===== src/rtl/core/gds_pkg.sv =====
// Types, constants and calendar tables for the Gregorian date stepper.
package gds_pkg;

  typedef enum logic [1:0] {
    OP_SET  = 2'd0,
    OP_ADV  = 2'd1,
    OP_RET  = 2'd2,
    OP_DIST = 2'd3
  } gds_op_t;

  typedef enum logic [3:0] {
    ST_IDLE,
    ST_Q100,
    ST_R100,
    ST_YDAYS,
    ST_SUM1,
    ST_SUM2,
    ST_EVAL,
    ST_SAT,
    ST_DIV,
    ST_MON,
    ST_DONE
  } gds_state_t;

  localparam logic [3:0]  DEF_MONTH     = 4'd1;
  localparam logic [4:0]  DEF_DAY       = 5'd1;
  localparam logic [13:0] DEF_YEAR      = 14'd1900;
  localparam logic [13:0] YEAR_MAX      = 14'd9999;
  localparam logic [3:0]  MONTH_MAX     = 4'd12;
  // Day numbers, counted from 1 January of year 1 as day 0.
  localparam logic [21:0] DEF_SER       = 22'd693595;
  localparam logic [21:0] LAST_SER      = 22'd3652058;
  // floor(p / 100) = (p * 5243) >> 19, exact for every 14-bit p.
  localparam logic [12:0] RECIP100      = 13'd5243;
  localparam int          RECIP_SHIFT   = 19;
  localparam logic [12:0] CENTURY       = 13'd100;
  localparam logic [12:0] DAYS_PER_YEAR = 13'd365;
  localparam logic [3:0]  LAST_STEP     = 4'd13;

  function automatic logic [4:0] gds_dim(input logic [3:0] m, input logic leap);
    logic [4:0] d;
    case (m)
      4'd2:    d = leap ? 5'd29 : 5'd28;
      4'd4:    d = 5'd30;
      4'd6:    d = 5'd30;
      4'd9:    d = 5'd30;
      4'd11:   d = 5'd30;
      default: d = 5'd31;
    endcase
    return d;
  endfunction

  // Days before the first of month m in a common year.
  function automatic logic [8:0] gds_cum(input logic [3:0] m);
    logic [8:0] c;
    case (m)
      4'd1:    c = 9'd0;
      4'd2:    c = 9'd31;
      4'd3:    c = 9'd59;
      4'd4:    c = 9'd90;
      4'd5:    c = 9'd120;
      4'd6:    c = 9'd151;
      4'd7:    c = 9'd181;
      4'd8:    c = 9'd212;
      4'd9:    c = 9'd243;
      4'd10:   c = 9'd273;
      4'd11:   c = 9'd304;
      4'd12:   c = 9'd334;
      default: c = 9'd0;
    endcase
    return c;
  endfunction

  // Restoring steps of the year decomposition: five for 400-year cycles,
  // two for centuries, five for 4-year groups and two for single years.
  function automatic logic [21:0] gds_step_days(input logic [3:0] idx);
    logic [21:0] d;
    case (idx)
      4'd0:    d = 22'd2337552;
      4'd1:    d = 22'd1168776;
      4'd2:    d = 22'd584388;
      4'd3:    d = 22'd292194;
      4'd4:    d = 22'd146097;
      4'd5:    d = 22'd73048;
      4'd6:    d = 22'd36524;
      4'd7:    d = 22'd23376;
      4'd8:    d = 22'd11688;
      4'd9:    d = 22'd5844;
      4'd10:   d = 22'd2922;
      4'd11:   d = 22'd1461;
      4'd12:   d = 22'd730;
      4'd13:   d = 22'd365;
      default: d = 22'd0;
    endcase
    return d;
  endfunction

  function automatic logic [13:0] gds_step_years(input logic [3:0] idx);
    logic [13:0] y;
    case (idx)
      4'd0:    y = 14'd6400;
      4'd1:    y = 14'd3200;
      4'd2:    y = 14'd1600;
      4'd3:    y = 14'd800;
      4'd4:    y = 14'd400;
      4'd5:    y = 14'd200;
      4'd6:    y = 14'd100;
      4'd7:    y = 14'd64;
      4'd8:    y = 14'd32;
      4'd9:    y = 14'd16;
      4'd10:   y = 14'd8;
      4'd11:   y = 14'd4;
      4'd12:   y = 14'd2;
      4'd13:   y = 14'd1;
      default: y = 14'd0;
    endcase
    return y;
  endfunction

endpackage


===== src/rtl/core/gregorian_date_stepper.sv =====
// Gregorian date stepper: stored date with set, advance, retreat and distance operations.
//
// The block holds one date and its day number. Each input item carries an
// operation in in_tuser and a date and day count in in_tdata; each produces
// exactly one result item with the stored date afterwards and the flags of
// that operation. One item is worked on at a time and in_tready is low while
// it is. Set and distance offer their result after the multiply steps that
// turn the input date into a day number on one shared 14 by 13 bit multiplier.
// Advance and retreat offer theirs after fourteen restoring steps split the day
// number into 400-year, century, 4-year and single-year parts and a walk of up
// to twelve steps finds the month, all on one shared subtract-and-compare unit.
// A result waiting in the output register does not stop the next item from
// being accepted; only its delivery waits.
module gregorian_date_stepper (
  input  logic        clk,
  input  logic        rst_n,
  input  logic        in_tvalid,
  output logic        in_tready,
  // in_tdata, from bit 0: in_month[3:0], in_day[8:4], in_year[22:9],
  // day_count[38:23], zero fill[39]
  input  logic [39:0] in_tdata,
  // in_tuser, from bit 0: op[1:0]
  input  logic [1:0]  in_tuser,
  output logic        out_tvalid,
  input  logic        out_tready,
  // out_tdata, from bit 0: cur_month[3:0], cur_day[8:4], cur_year[22:9],
  // distance[44:23], stored_earlier[45], set_valid[46], range_error[47]
  output logic [47:0] out_tdata
);
  import gds_pkg::*;

  gds_state_t  state_r, state_nxt;
  gds_op_t     op_r, op_nxt;
  logic [3:0]  im_r, im_nxt;
  logic [4:0]  id_r, id_nxt;
  logic [13:0] iy_r, iy_nxt;
  logic [15:0] cnt_r, cnt_nxt;

  logic [3:0]  month_r, month_nxt;
  logic [4:0]  day_r, day_nxt;
  logic [13:0] year_r, year_nxt;
  logic [21:0] ser_r, ser_nxt;

  logic [21:0] acc_r, acc_nxt;
  logic [26:0] prod_r, prod_nxt;
  logic [7:0]  q100_r, q100_nxt;
  logic        leap_r, leap_nxt;
  logic        ok_r, ok_nxt;
  logic [3:0]  step_r, step_nxt;
  logic [8:0]  code_r, code_nxt;
  logic [13:0] yacc_r, yacc_nxt;
  logic [3:0]  mon_r, mon_nxt;

  logic [21:0] dist_r, dist_nxt;
  logic        earl_r, earl_nxt;
  logic        sv_r, sv_nxt;
  logic        rerr_r, rerr_nxt;

  logic        out_tvalid_r, out_tvalid_nxt;
  logic [47:0] out_data_r, out_data_nxt;

  logic        accept;
  logic        out_free;
  logic [13:0] p;
  logic [13:0] mul_a;
  logic [12:0] mul_b;
  logic [26:0] mul_p;
  logic [13:0] r100;
  logic        leap_in;
  logic [21:0] sub_b;
  logic [22:0] sub_d;
  logic        take;
  logic        leap_dec;
  logic [4:0]  dimv;
  logic [22:0] sum_adv;
  logic [21:0] other;

  assign in_tready  = (state_r == ST_IDLE);
  assign accept     = in_tvalid && in_tready;
  assign out_free   = !out_tvalid_r || out_tready;
  assign out_tvalid = out_tvalid_r;
  assign out_tdata  = out_data_r;

  // Year minus one: the day number counts whole years before the date.
  assign p = iy_r - 14'd1;

  // Shared multiplier for the day number of an input date.
  always_comb begin
    case (state_r)
      ST_Q100: begin
        mul_a = p;
        mul_b = RECIP100;
      end
      ST_R100: begin
        mul_a = {6'b0, prod_r[RECIP_SHIFT +: 8]};
        mul_b = CENTURY;
      end
      ST_YDAYS: begin
        mul_a = p;
        mul_b = DAYS_PER_YEAR;
      end
      default: begin
        mul_a = p;
        mul_b = DAYS_PER_YEAR;
      end
    endcase
  end
  assign mul_p = {13'b0, mul_a} * {14'b0, mul_b};

  // The year is a leap year when p ends in 3 mod 4 and is not 99 mod 100,
  // unless its century count is 3 mod 4.
  assign r100    = p - prod_r[13:0];
  assign leap_in = (p[1:0] == 2'd3) && ((r100 != 14'd99) || (q100_r[1:0] == 2'd3));

  // The same rule read from the decomposition: code holds the century,
  // 4-year and single-year counts.
  assign leap_dec = (code_r[1:0] == 2'd3) &&
                    ((code_r[6:2] != 5'd24) || (code_r[8:7] == 2'd3));
  assign dimv     = gds_dim(mon_r, leap_dec);

  // Shared subtract-and-compare unit for the decomposition and month walk.
  assign sub_b = (state_r == ST_MON) ? {17'b0, dimv} : gds_step_days(step_r);
  assign sub_d = {1'b0, acc_r} - {1'b0, sub_b};
  assign take  = !sub_d[22];

  assign sum_adv = {1'b0, ser_r} + {7'b0, cnt_r};
  assign other   = ok_r ? acc_r : DEF_SER;

  always_comb begin
    state_nxt = state_r;
    case (state_r)
      ST_IDLE: begin
        if (accept) begin
          if ((gds_op_t'(in_tuser) == OP_ADV) || (gds_op_t'(in_tuser) == OP_RET)) begin
            state_nxt = ST_SAT;
          end else begin
            state_nxt = ST_Q100;
          end
        end
      end
      ST_Q100:  state_nxt = ST_R100;
      ST_R100:  state_nxt = ST_YDAYS;
      ST_YDAYS: state_nxt = ST_SUM1;
      ST_SUM1:  state_nxt = ST_SUM2;
      ST_SUM2:  state_nxt = ST_EVAL;
      ST_EVAL:  state_nxt = ST_DONE;
      ST_SAT:   state_nxt = ST_DIV;
      ST_DIV: begin
        if (step_r == LAST_STEP) begin
          state_nxt = ST_MON;
        end
      end
      ST_MON: begin
        if (!((mon_r < MONTH_MAX) && take)) begin
          state_nxt = ST_DONE;
        end
      end
      ST_DONE: begin
        if (out_free) begin
          state_nxt = ST_IDLE;
        end
      end
      default: state_nxt = ST_IDLE;
    endcase
  end

  always_comb begin
    op_nxt    = op_r;
    im_nxt    = im_r;
    id_nxt    = id_r;
    iy_nxt    = iy_r;
    cnt_nxt   = cnt_r;
    month_nxt = month_r;
    day_nxt   = day_r;
    year_nxt  = year_r;
    ser_nxt   = ser_r;
    acc_nxt   = acc_r;
    prod_nxt  = prod_r;
    q100_nxt  = q100_r;
    leap_nxt  = leap_r;
    ok_nxt    = ok_r;
    step_nxt  = step_r;
    code_nxt  = code_r;
    yacc_nxt  = yacc_r;
    mon_nxt   = mon_r;
    dist_nxt  = dist_r;
    earl_nxt  = earl_r;
    sv_nxt    = sv_r;
    rerr_nxt  = rerr_r;
    out_data_nxt   = out_data_r;
    out_tvalid_nxt = out_tvalid_r && !out_tready;
    case (state_r)
      ST_IDLE: begin
        if (accept) begin
          op_nxt   = gds_op_t'(in_tuser);
          im_nxt   = in_tdata[3:0];
          id_nxt   = in_tdata[8:4];
          iy_nxt   = in_tdata[22:9];
          cnt_nxt  = in_tdata[38:23];
          dist_nxt = 22'd0;
          earl_nxt = 1'b0;
          sv_nxt   = 1'b0;
          rerr_nxt = 1'b0;
        end
      end
      ST_Q100: begin
        prod_nxt = mul_p;
      end
      ST_R100: begin
        q100_nxt = prod_r[RECIP_SHIFT +: 8];
        prod_nxt = mul_p;
      end
      ST_YDAYS: begin
        leap_nxt = leap_in;
        prod_nxt = mul_p;
      end
      ST_SUM1: begin
        acc_nxt = prod_r[21:0] + {10'b0, p[13:2]} - {14'b0, q100_r} +
                  {16'b0, q100_r[7:2]};
      end
      ST_SUM2: begin
        acc_nxt = acc_r + {13'b0, gds_cum(im_r)} +
                  {21'b0, (leap_r && (im_r > 4'd2))} + {17'b0, id_r} - 22'd1;
        ok_nxt  = (im_r >= 4'd1) && (im_r <= MONTH_MAX) &&
                  (iy_r >= 14'd1) && (iy_r <= YEAR_MAX) &&
                  (id_r >= 5'd1) && (id_r <= gds_dim(im_r, leap_r));
      end
      ST_EVAL: begin
        if (op_r == OP_SET) begin
          if (ok_r) begin
            month_nxt = im_r;
            day_nxt   = id_r;
            year_nxt  = iy_r;
            ser_nxt   = acc_r;
            sv_nxt    = 1'b1;
          end else begin
            month_nxt = DEF_MONTH;
            day_nxt   = DEF_DAY;
            year_nxt  = DEF_YEAR;
            ser_nxt   = DEF_SER;
          end
        end else begin
          if (ser_r < other) begin
            dist_nxt = other - ser_r;
            earl_nxt = 1'b1;
          end else begin
            dist_nxt = ser_r - other;
          end
        end
      end
      ST_SAT: begin
        if (op_r == OP_ADV) begin
          if (sum_adv > {1'b0, LAST_SER}) begin
            acc_nxt  = LAST_SER;
            rerr_nxt = 1'b1;
          end else begin
            acc_nxt = sum_adv[21:0];
          end
        end else begin
          if ({6'b0, cnt_r} > ser_r) begin
            acc_nxt  = 22'd0;
            rerr_nxt = 1'b1;
          end else begin
            acc_nxt = ser_r - {6'b0, cnt_r};
          end
        end
        step_nxt = 4'd0;
        code_nxt = 9'd0;
        yacc_nxt = 14'd1;
      end
      ST_DIV: begin
        if (take) begin
          acc_nxt  = sub_d[21:0];
          yacc_nxt = yacc_r + gds_step_years(step_r);
        end
        // The 400-year bits shift out; the last nine hold what the leap rule needs.
        code_nxt = {code_r[7:0], take};
        step_nxt = step_r + 4'd1;
        mon_nxt  = 4'd1;
        // Store the new day number once the decomposition has started.
        ser_nxt  = (step_r == 4'd0) ? acc_r : ser_r;
      end
      ST_MON: begin
        if ((mon_r < MONTH_MAX) && take) begin
          acc_nxt = sub_d[21:0];
          mon_nxt = mon_r + 4'd1;
        end else begin
          month_nxt = mon_r;
          day_nxt   = acc_r[4:0] + 5'd1;
          year_nxt  = yacc_r;
        end
      end
      ST_DONE: begin
        if (out_free) begin
          out_tvalid_nxt = 1'b1;
          out_data_nxt   = {rerr_r, sv_r, earl_r, dist_r, year_r, day_r, month_r};
        end
      end
      default: begin
      end
    endcase
  end

  always_ff @(posedge clk) begin
    if (!rst_n) begin
      state_r      <= ST_IDLE;
      month_r      <= DEF_MONTH;
      day_r        <= DEF_DAY;
      year_r       <= DEF_YEAR;
      ser_r        <= DEF_SER;
      out_tvalid_r <= 1'b0;
    end else begin
      state_r      <= state_nxt;
      month_r      <= month_nxt;
      day_r        <= day_nxt;
      year_r       <= year_nxt;
      ser_r        <= ser_nxt;
      out_tvalid_r <= out_tvalid_nxt;
    end
  end

  always_ff @(posedge clk) begin
    op_r       <= op_nxt;
    im_r       <= im_nxt;
    id_r       <= id_nxt;
    iy_r       <= iy_nxt;
    cnt_r      <= cnt_nxt;
    acc_r      <= acc_nxt;
    prod_r     <= prod_nxt;
    q100_r     <= q100_nxt;
    leap_r     <= leap_nxt;
    ok_r       <= ok_nxt;
    step_r     <= step_nxt;
    code_r     <= code_nxt;
    yacc_r     <= yacc_nxt;
    mon_r      <= mon_nxt;
    dist_r     <= dist_nxt;
    earl_r     <= earl_nxt;
    sv_r       <= sv_nxt;
    rerr_r     <= rerr_nxt;
    out_data_r <= out_data_nxt;
  end

endmodule


===== config.mk =====
export PLATFORM = sky130hd
export DESIGN_NAME = gregorian_date_stepper
export DESIGN_NICKNAME = d
export VERILOG_FILES = /design/src/rtl/core/gds_pkg.sv /design/src/rtl/core/gregorian_date_stepper.sv
export SDC_FILE = /design/constraint.sdc
export NUM_CORES = 1
export LEC_CHECK = 0
export BUFFER_PORTS_ARGS = -buffer_cell sky130_fd_sc_hd__buf_2
export CAP_MARGIN = 20
export CORE_ASPECT_RATIO = 2
export CORE_UTILIZATION = 37
export CTS_BUF_LIST = sky130_fd_sc_hd__clkbuf_16
export CTS_CLUSTER_SIZE = 24
export DETAILED_ROUTE_END_ITERATION = 16
export HOLD_SLACK_MARGIN = 0.03
export SLEW_MARGIN = 15
export SYNTH_ARGS = -nofsm -noshare
export SYNTH_HDL_FRONTEND = slang
export SYNTH_SLANG_ARGS = --single-unit

===== constraint.sdc =====
create_clock -name clk -period 11.07 [get_ports clk]
set_input_delay 2.214 -clock clk [delete_from_list [all_inputs] [get_ports clk]]
set_output_delay 2.214 -clock clk [all_outputs]
set_load 0.1 [all_outputs]

== Word-level counts from Yosys, hierarchy flattened ==
Memories as Yosys holds them, arrays and structs flattened. A register that Yosys moved wholly into a read port is not among the register bits.
Cells that the tools add are included.
Storage, ports and cells
  register bits: 254
  ROM bits: 704
  input port bits: 46
  output and inout bits: 50
  logic and storage cells: 209
  memories: 3
Cells by class
  add/sub/neg operators: 18
  $mul: 1
  magnitude comparators: 11
  equal/unequal tests: 43
  mux-type cells: 65
  reduce and logical (&&, ||, !) cells: 43
Memory list
  (name not given): depth 16, bits a word 22, read ports 1, clocked after Yosys merged registers in 1, wr ports 0, line gds_pkg.sv:78  | case (idx)
  (name not given): depth 16, bits a word 13, read ports 1, clocked after Yosys merged registers in 1, wr ports 0, line gds_pkg.sv:100  | case (idx)
  (name not given): depth 16, bits a word 9, read ports 1, clocked after Yosys merged registers in 1, wr ports 0, line gds_pkg.sv:56  | case (m)
Operators with widths (number)
  2-to-1 mux 22 bit: 12
  case mux 22 bit (5 select lines): 1
  2-to-1 mux 14 bit: 7
  case mux 22 bit (2 select lines): 2
  case mux 14 bit (2 select lines): 2
  2-to-1 mux 4 bit: 11
  case mux 4 bit (11 select lines): 1
  subtractor 22 bit: 2
  equality test 4 x 3 -> 1 bit (second input constant): 8
  equality test 4 bit (second input constant): 8
  multiplier 14 x 13 -> 27 bit: 1
  case mux 13 bit (2 select lines): 1
  case mux 4 bit (2 select lines): 3
  adder 22 x 16 -> 23 bit: 1
  greater-than comparator 23 x 22 -> 1 bit (second input constant): 1
  subtractor 22 x 22 -> 23 bit: 1
  adder 22 x 1 -> 22 bit: 1
  adder 22 x 12 -> 22 bit: 1
  adder 22 x 5 -> 22 bit: 1
  adder 22 x 6 -> 22 bit: 1
  adder 22 x 9 -> 22 bit: 1
  greater-than comparator 16 x 22 -> 1 bit: 1
  less-than comparator 22 bit: 1
  subtractor 22 x 1 -> 22 bit (second input constant): 1
  other kinds (44): 111

== Depth between registers and ports, before layout ==
  depth after elaboration: 12
  mapped depth: 30
  gate-level depth less buffers: 30

== Worst setup path before layout ==
OpenSTA, ideal clock, no wires.
  path type: reg-to-reg
  start point: register iy_r[7]
  end point: register prod_r[26], data pin
  setup time: 0.260 ns
  data arrival time: 6.508 ns
  required time: 10.810 ns
  path slack: 4.302 ns
  cell stages (with the launch flop): 25
  buffers on the path: 0
  clock period less this slack: 6.768 ns
  cell sequence: edfxtp_1 -> nor4_2 -> nand3_1 -> or4_1 -> or3_1 -> xor2_1 -> nand2b_1 -> inv_1 -> fa_1 -> ha_1 -> fa_1 -> fa_1 -> inv_1 -> fa_1 -> inv_1 -> ha_1 -> a21o_1 -> a21oi_1 -> a21oi_1 -> inv_1 -> a31oi_1 -> a2111oi_0 -> o21bai_1 -> a21oi_1 -> xnor2_1
Between the ends
  cells in the longest elaborated chain, start to end: 3
Ends and longest elaborated chain
  start: declaration: line gregorian_date_stepper.sv:36  | logic [13:0] iy_r, iy_nxt;
  start signal: assignment: line gregorian_date_stepper.sv:326  | iy_r <= iy_nxt;
  subtractor 14 x 1 -> 14 bit: line gregorian_date_stepper.sv:85  | assign p = iy_r - 14'd1;
  2-to-1 mux 14 bit: line gregorian_date_stepper.sv:89  | case (state_r)
  multiplier 14 x 13 -> 27 bit: line gregorian_date_stepper.sv:108  | assign mul_p = {13'b0, mul_a} * {14'b0, mul_b};
  net mul_p[26]: line gregorian_date_stepper.sv:67  | logic [26:0] mul_p;
  end signal: assignment: line gregorian_date_stepper.sv:329  | prod_r <= prod_nxt;
  end: declaration: line gregorian_date_stepper.sv:45  | logic [26:0] prod_r, prod_nxt;
The timed path passes the listed nets, and every way through them passes these cells.
A chain may end at the register's enable or synchronous reset.

== Worst setup path in the final report ==
  start point: register iy_r[0]
  end point: register prod_r[26], data pin
Same word-level chain as after synthesis.

==> flow_metrics.py <==
metrics = {
    "finish": {
        "num-nets-final": 3401,
        "antenna-diode-count": 0,
        "areaGrowthSynthToFinish_pct": 9.56,
        "drive_gt1_share_pct": 7.92,
    },
    "detailed_routing": {
        "drtPass1Iterations": 5,
        "via_count": 20700,
        "routedWlPerCell_um": 21.1,
        "antenna_left": 0,
        "drt_wl_total_um": 80900,
        "number_of_vias_per_cell": 5.39,
        "remaining_drc_errors": 0,
        "first_iter_violations": 1148,
    },
    "clock_tree": {
        "tritoncts_clock_tree": "done",
        "cts_repair_resized_insts": 0,
        "post_cts.repair.setup_buffers": 0,
        "clockBufferDepth": 3,
        "worst_skew_pair.late_latency_ns": 0.63,
        "clk_pin_slew_ns": 0.07,
        "cts_hold_repair.buffers": 0,
        "clock_sinks": 298,
        "numCtsBuffers": 31,
        "ctsHtreeMaxLevel": 1,
        "clock_tree.root_cell": "sky130_fd_sc_hd__clkbuf_16",
    },
    "timing": {
        "finalSetupViolCount": 0,
        "final_critical_path_setup_slack_ns": 2.45,
        "final.setup.tns_ns": 0,
        "period_needed_ns": 8.62,
        "achievable-frequency_mhz": 116,
        "setup_repair_after_global_routing_missed_its_margin": "false",
        "skew_ns": 0.0182,
        "slew_violations": 0,
        "layout_worst_path_cycle_share_pct": 77.8,
        "worst_slew_margin_rel_pct": 33.8,
        "worst_pin_slew_ns": 0.989,
        "finalHoldViolCount": 0,
    },
    "synth": {
        "syn_avg_cell_area_um2": 9.12,
        "synth_most_common_cell": "sky130_fd_sc_hd__inv_1",
        "synthDominantAreaCellType": "sky130_fd_sc_hd__edfxtp_1",
        "yosys-top-cells-count": "416 x sky130_fd_sc_hd__inv_1, 331 x sky130_fd_sc_hd__ha_1, 221 x sky130_fd_sc_hd__nor2_1",
        "synth_top_cell_area_share_pct": 23.6,
        "synth_top_flop_cell": "sky130_fd_sc_hd__edfxtp_1",
        "synth_async_reset_ratio_pct": 0,
        "yosys_warnings": 0,
        "syn-cell-area_mm2": 0.0260,
        "synthCells": 2853,
        "synth_cell_type_count": 92,
        "synth.top_cells.by_area": "sky130_fd_sc_hd__edfxtp_1 24%, sky130_fd_sc_hd__ha_1 16%, sky130_fd_sc_hd__fa_1 9.1%",
        "ys_ff_latch": 298,
        "synth_nets": 3348,
        "ys_seq_area_share_pct": 30.8,
        "synth_edf_count": 204,
    },
    "grt": {
        "grt_max_degree": 59,
        "grt.overflow.total": 0,
        "gr-usage-all-layers_pct": 22.9,
        "vias_in_the_first_global_route": 21700,
        "antenna_violations_before_repair": 0,
        "wire_length_of_the_first_global_routing_pass_um": 123000,
    },
    "floorplan": {
        "die-width_um": 189,
        "placeableCoreArea_mm2": 0.0696,
        "starting_density_of_the_core_pct": 37.4,
        "io_pins": 96,
        "row_count": 137,
        "die_area_mm2": 0.0714,
        "fp.dieH_um": 377,
    },
    "placement": {
        "place_hpwl_um": 66000,
        "pre_cts_ws_ns": 2.59,
        "count_of_buffers_from_port_buffering": 94,
        "routability_cong": 0.957,
    },
    "critical_path": {
        "timing.critical_path.fanout_max": 7,
        "worst-endpoint-arrival_ns": 8.99,
        "slowest_delay_ns": 0.67,
        "criticalPathCategory": "reg2reg",
        "cpMaxStageDelayCell": "sky130_fd_sc_hd__a2111oi_0",
        "setup.worst_path.start_class": "flip-flop",
        "crit_path_end_kind": "flip-flop",
        "worstPathRequired_ns": 11.45,
    },
    "hold_path": {
        "worst_hold_path_type": "reg2reg",
    },
    "run": {
        "timing.max_cap.violations": 0,
    },
    "outcome": {
        "outcome": "completed",
    },
}
[critical path, delay by kind of cell (launching register included)]
family | cells | cell delay [ns]
AND/OR/NAND/NOR | 4 | 1.09
adder cells (fa/ha/maj) | 7 | 2.82
AO/OA/AOI/OAI | 10 | 2.73
buffers and inverters | 4 | 0.50
flip-flops | 1 | 0.66
XOR/XNOR | 2 | 0.56
[cell usage in the layout (no fill, tap or decap), drive strengths merged, types with 8 or more instances in the layout]
cell type,synthesis,routed
nor2b,42,42
a31oi,32,32
xor2,45,45
ha,331,331
nor3,62,62
nor2,221,221
a221oi,20,20
o21bai,25,25
a21oi,176,176
or3,16,16
o21ai,131,131
clkinv,2,13
fa,118,118
edfxtp,204,204
a22oi,12,12
inv,418,429
o22ai,15,15
xnor2,105,105
mux2i,27,27
a21boi,29,29
a211oi,15,15
dfxtp,94,94
and3,22,22
a211o,14,14
o211ai,15,15
or2,10,10
nor4,18,18
buf,20,120
a221o,8,8
nand2,216,216
nand3,73,73
a21o,60,60
o211a,16,16
and2,21,21
o31ai,11,11
o21a,17,17
nand2b,28,28
clkbuf,80,35
[cell families after synthesis]
group / Yosys count / synth area share [%]
AO/OA/AOI/OAI: 643 / 16.6
XOR/XNOR: 150 / 5.05
adder cells (fa/ha/maj): 449 / 25.0
buffers and inverters: 520 / 7.59
flip-flops: 298 / 30.8
multiplexers: 32 / 1.26
AND/OR/NAND/NOR: 761 / 13.8
[layer usage]
layer / GRT usage (%) / wire, um
met3: 2.46 / 2730
met2: 45.3 / 44800
met4: 21.4 / 8470
met5: 0 / 0
met1: 19.3 / 25000
[area by class of cell]
class | count | area (um^2)
Inverter | 420 | 1580
Multi-Input combinational cell | 2035 | 16100
Timing Repair Buffer | 120 | 663
Tap cell | 903 | 1130
Fill cell | 7096 | 41100
Sequential cell | 298 | 8010
Clock buffer | 35 | 876
Clock inverter | 23 | 158
[path summary, 6_finish.rpt]
kind	start	end	slack [ns]	depth (start not counted)
worst min-delay path	dist_r[14]	out_tdata[37]	0.42	0
worst min register to register	dist_r[14]	out_tdata[37]	0.42	0
worst max-delay path	iy_r[0]	prod_r[26]	2.45	27
worst max register to register	iy_r[0]	prod_r[26]	2.45	27
[through the flow]
| stage | std cells | instance area, um^2 | util, % | hold WS, ns |
|---|---|---|---|---|
| final | 3834 | 28500 | 40.9 | 0.420 |
| after global routing | 3834 | 28500 | 40.9 | 0.424 |
| after CTS | 3833 | 28500 | 40.9 | 0.422 |
| after detailed placement | 3775 | 27500 | 39.5 | 0.405 |
| after global placement | 3775 | 27500 | 39.5 | 0.402 |
| after floorplan | 2853 | 26000 | - | 0.400 |
Power is not shown: default switching activity piles up to over one toggle a cycle in this logic, so the estimate is an artifact.
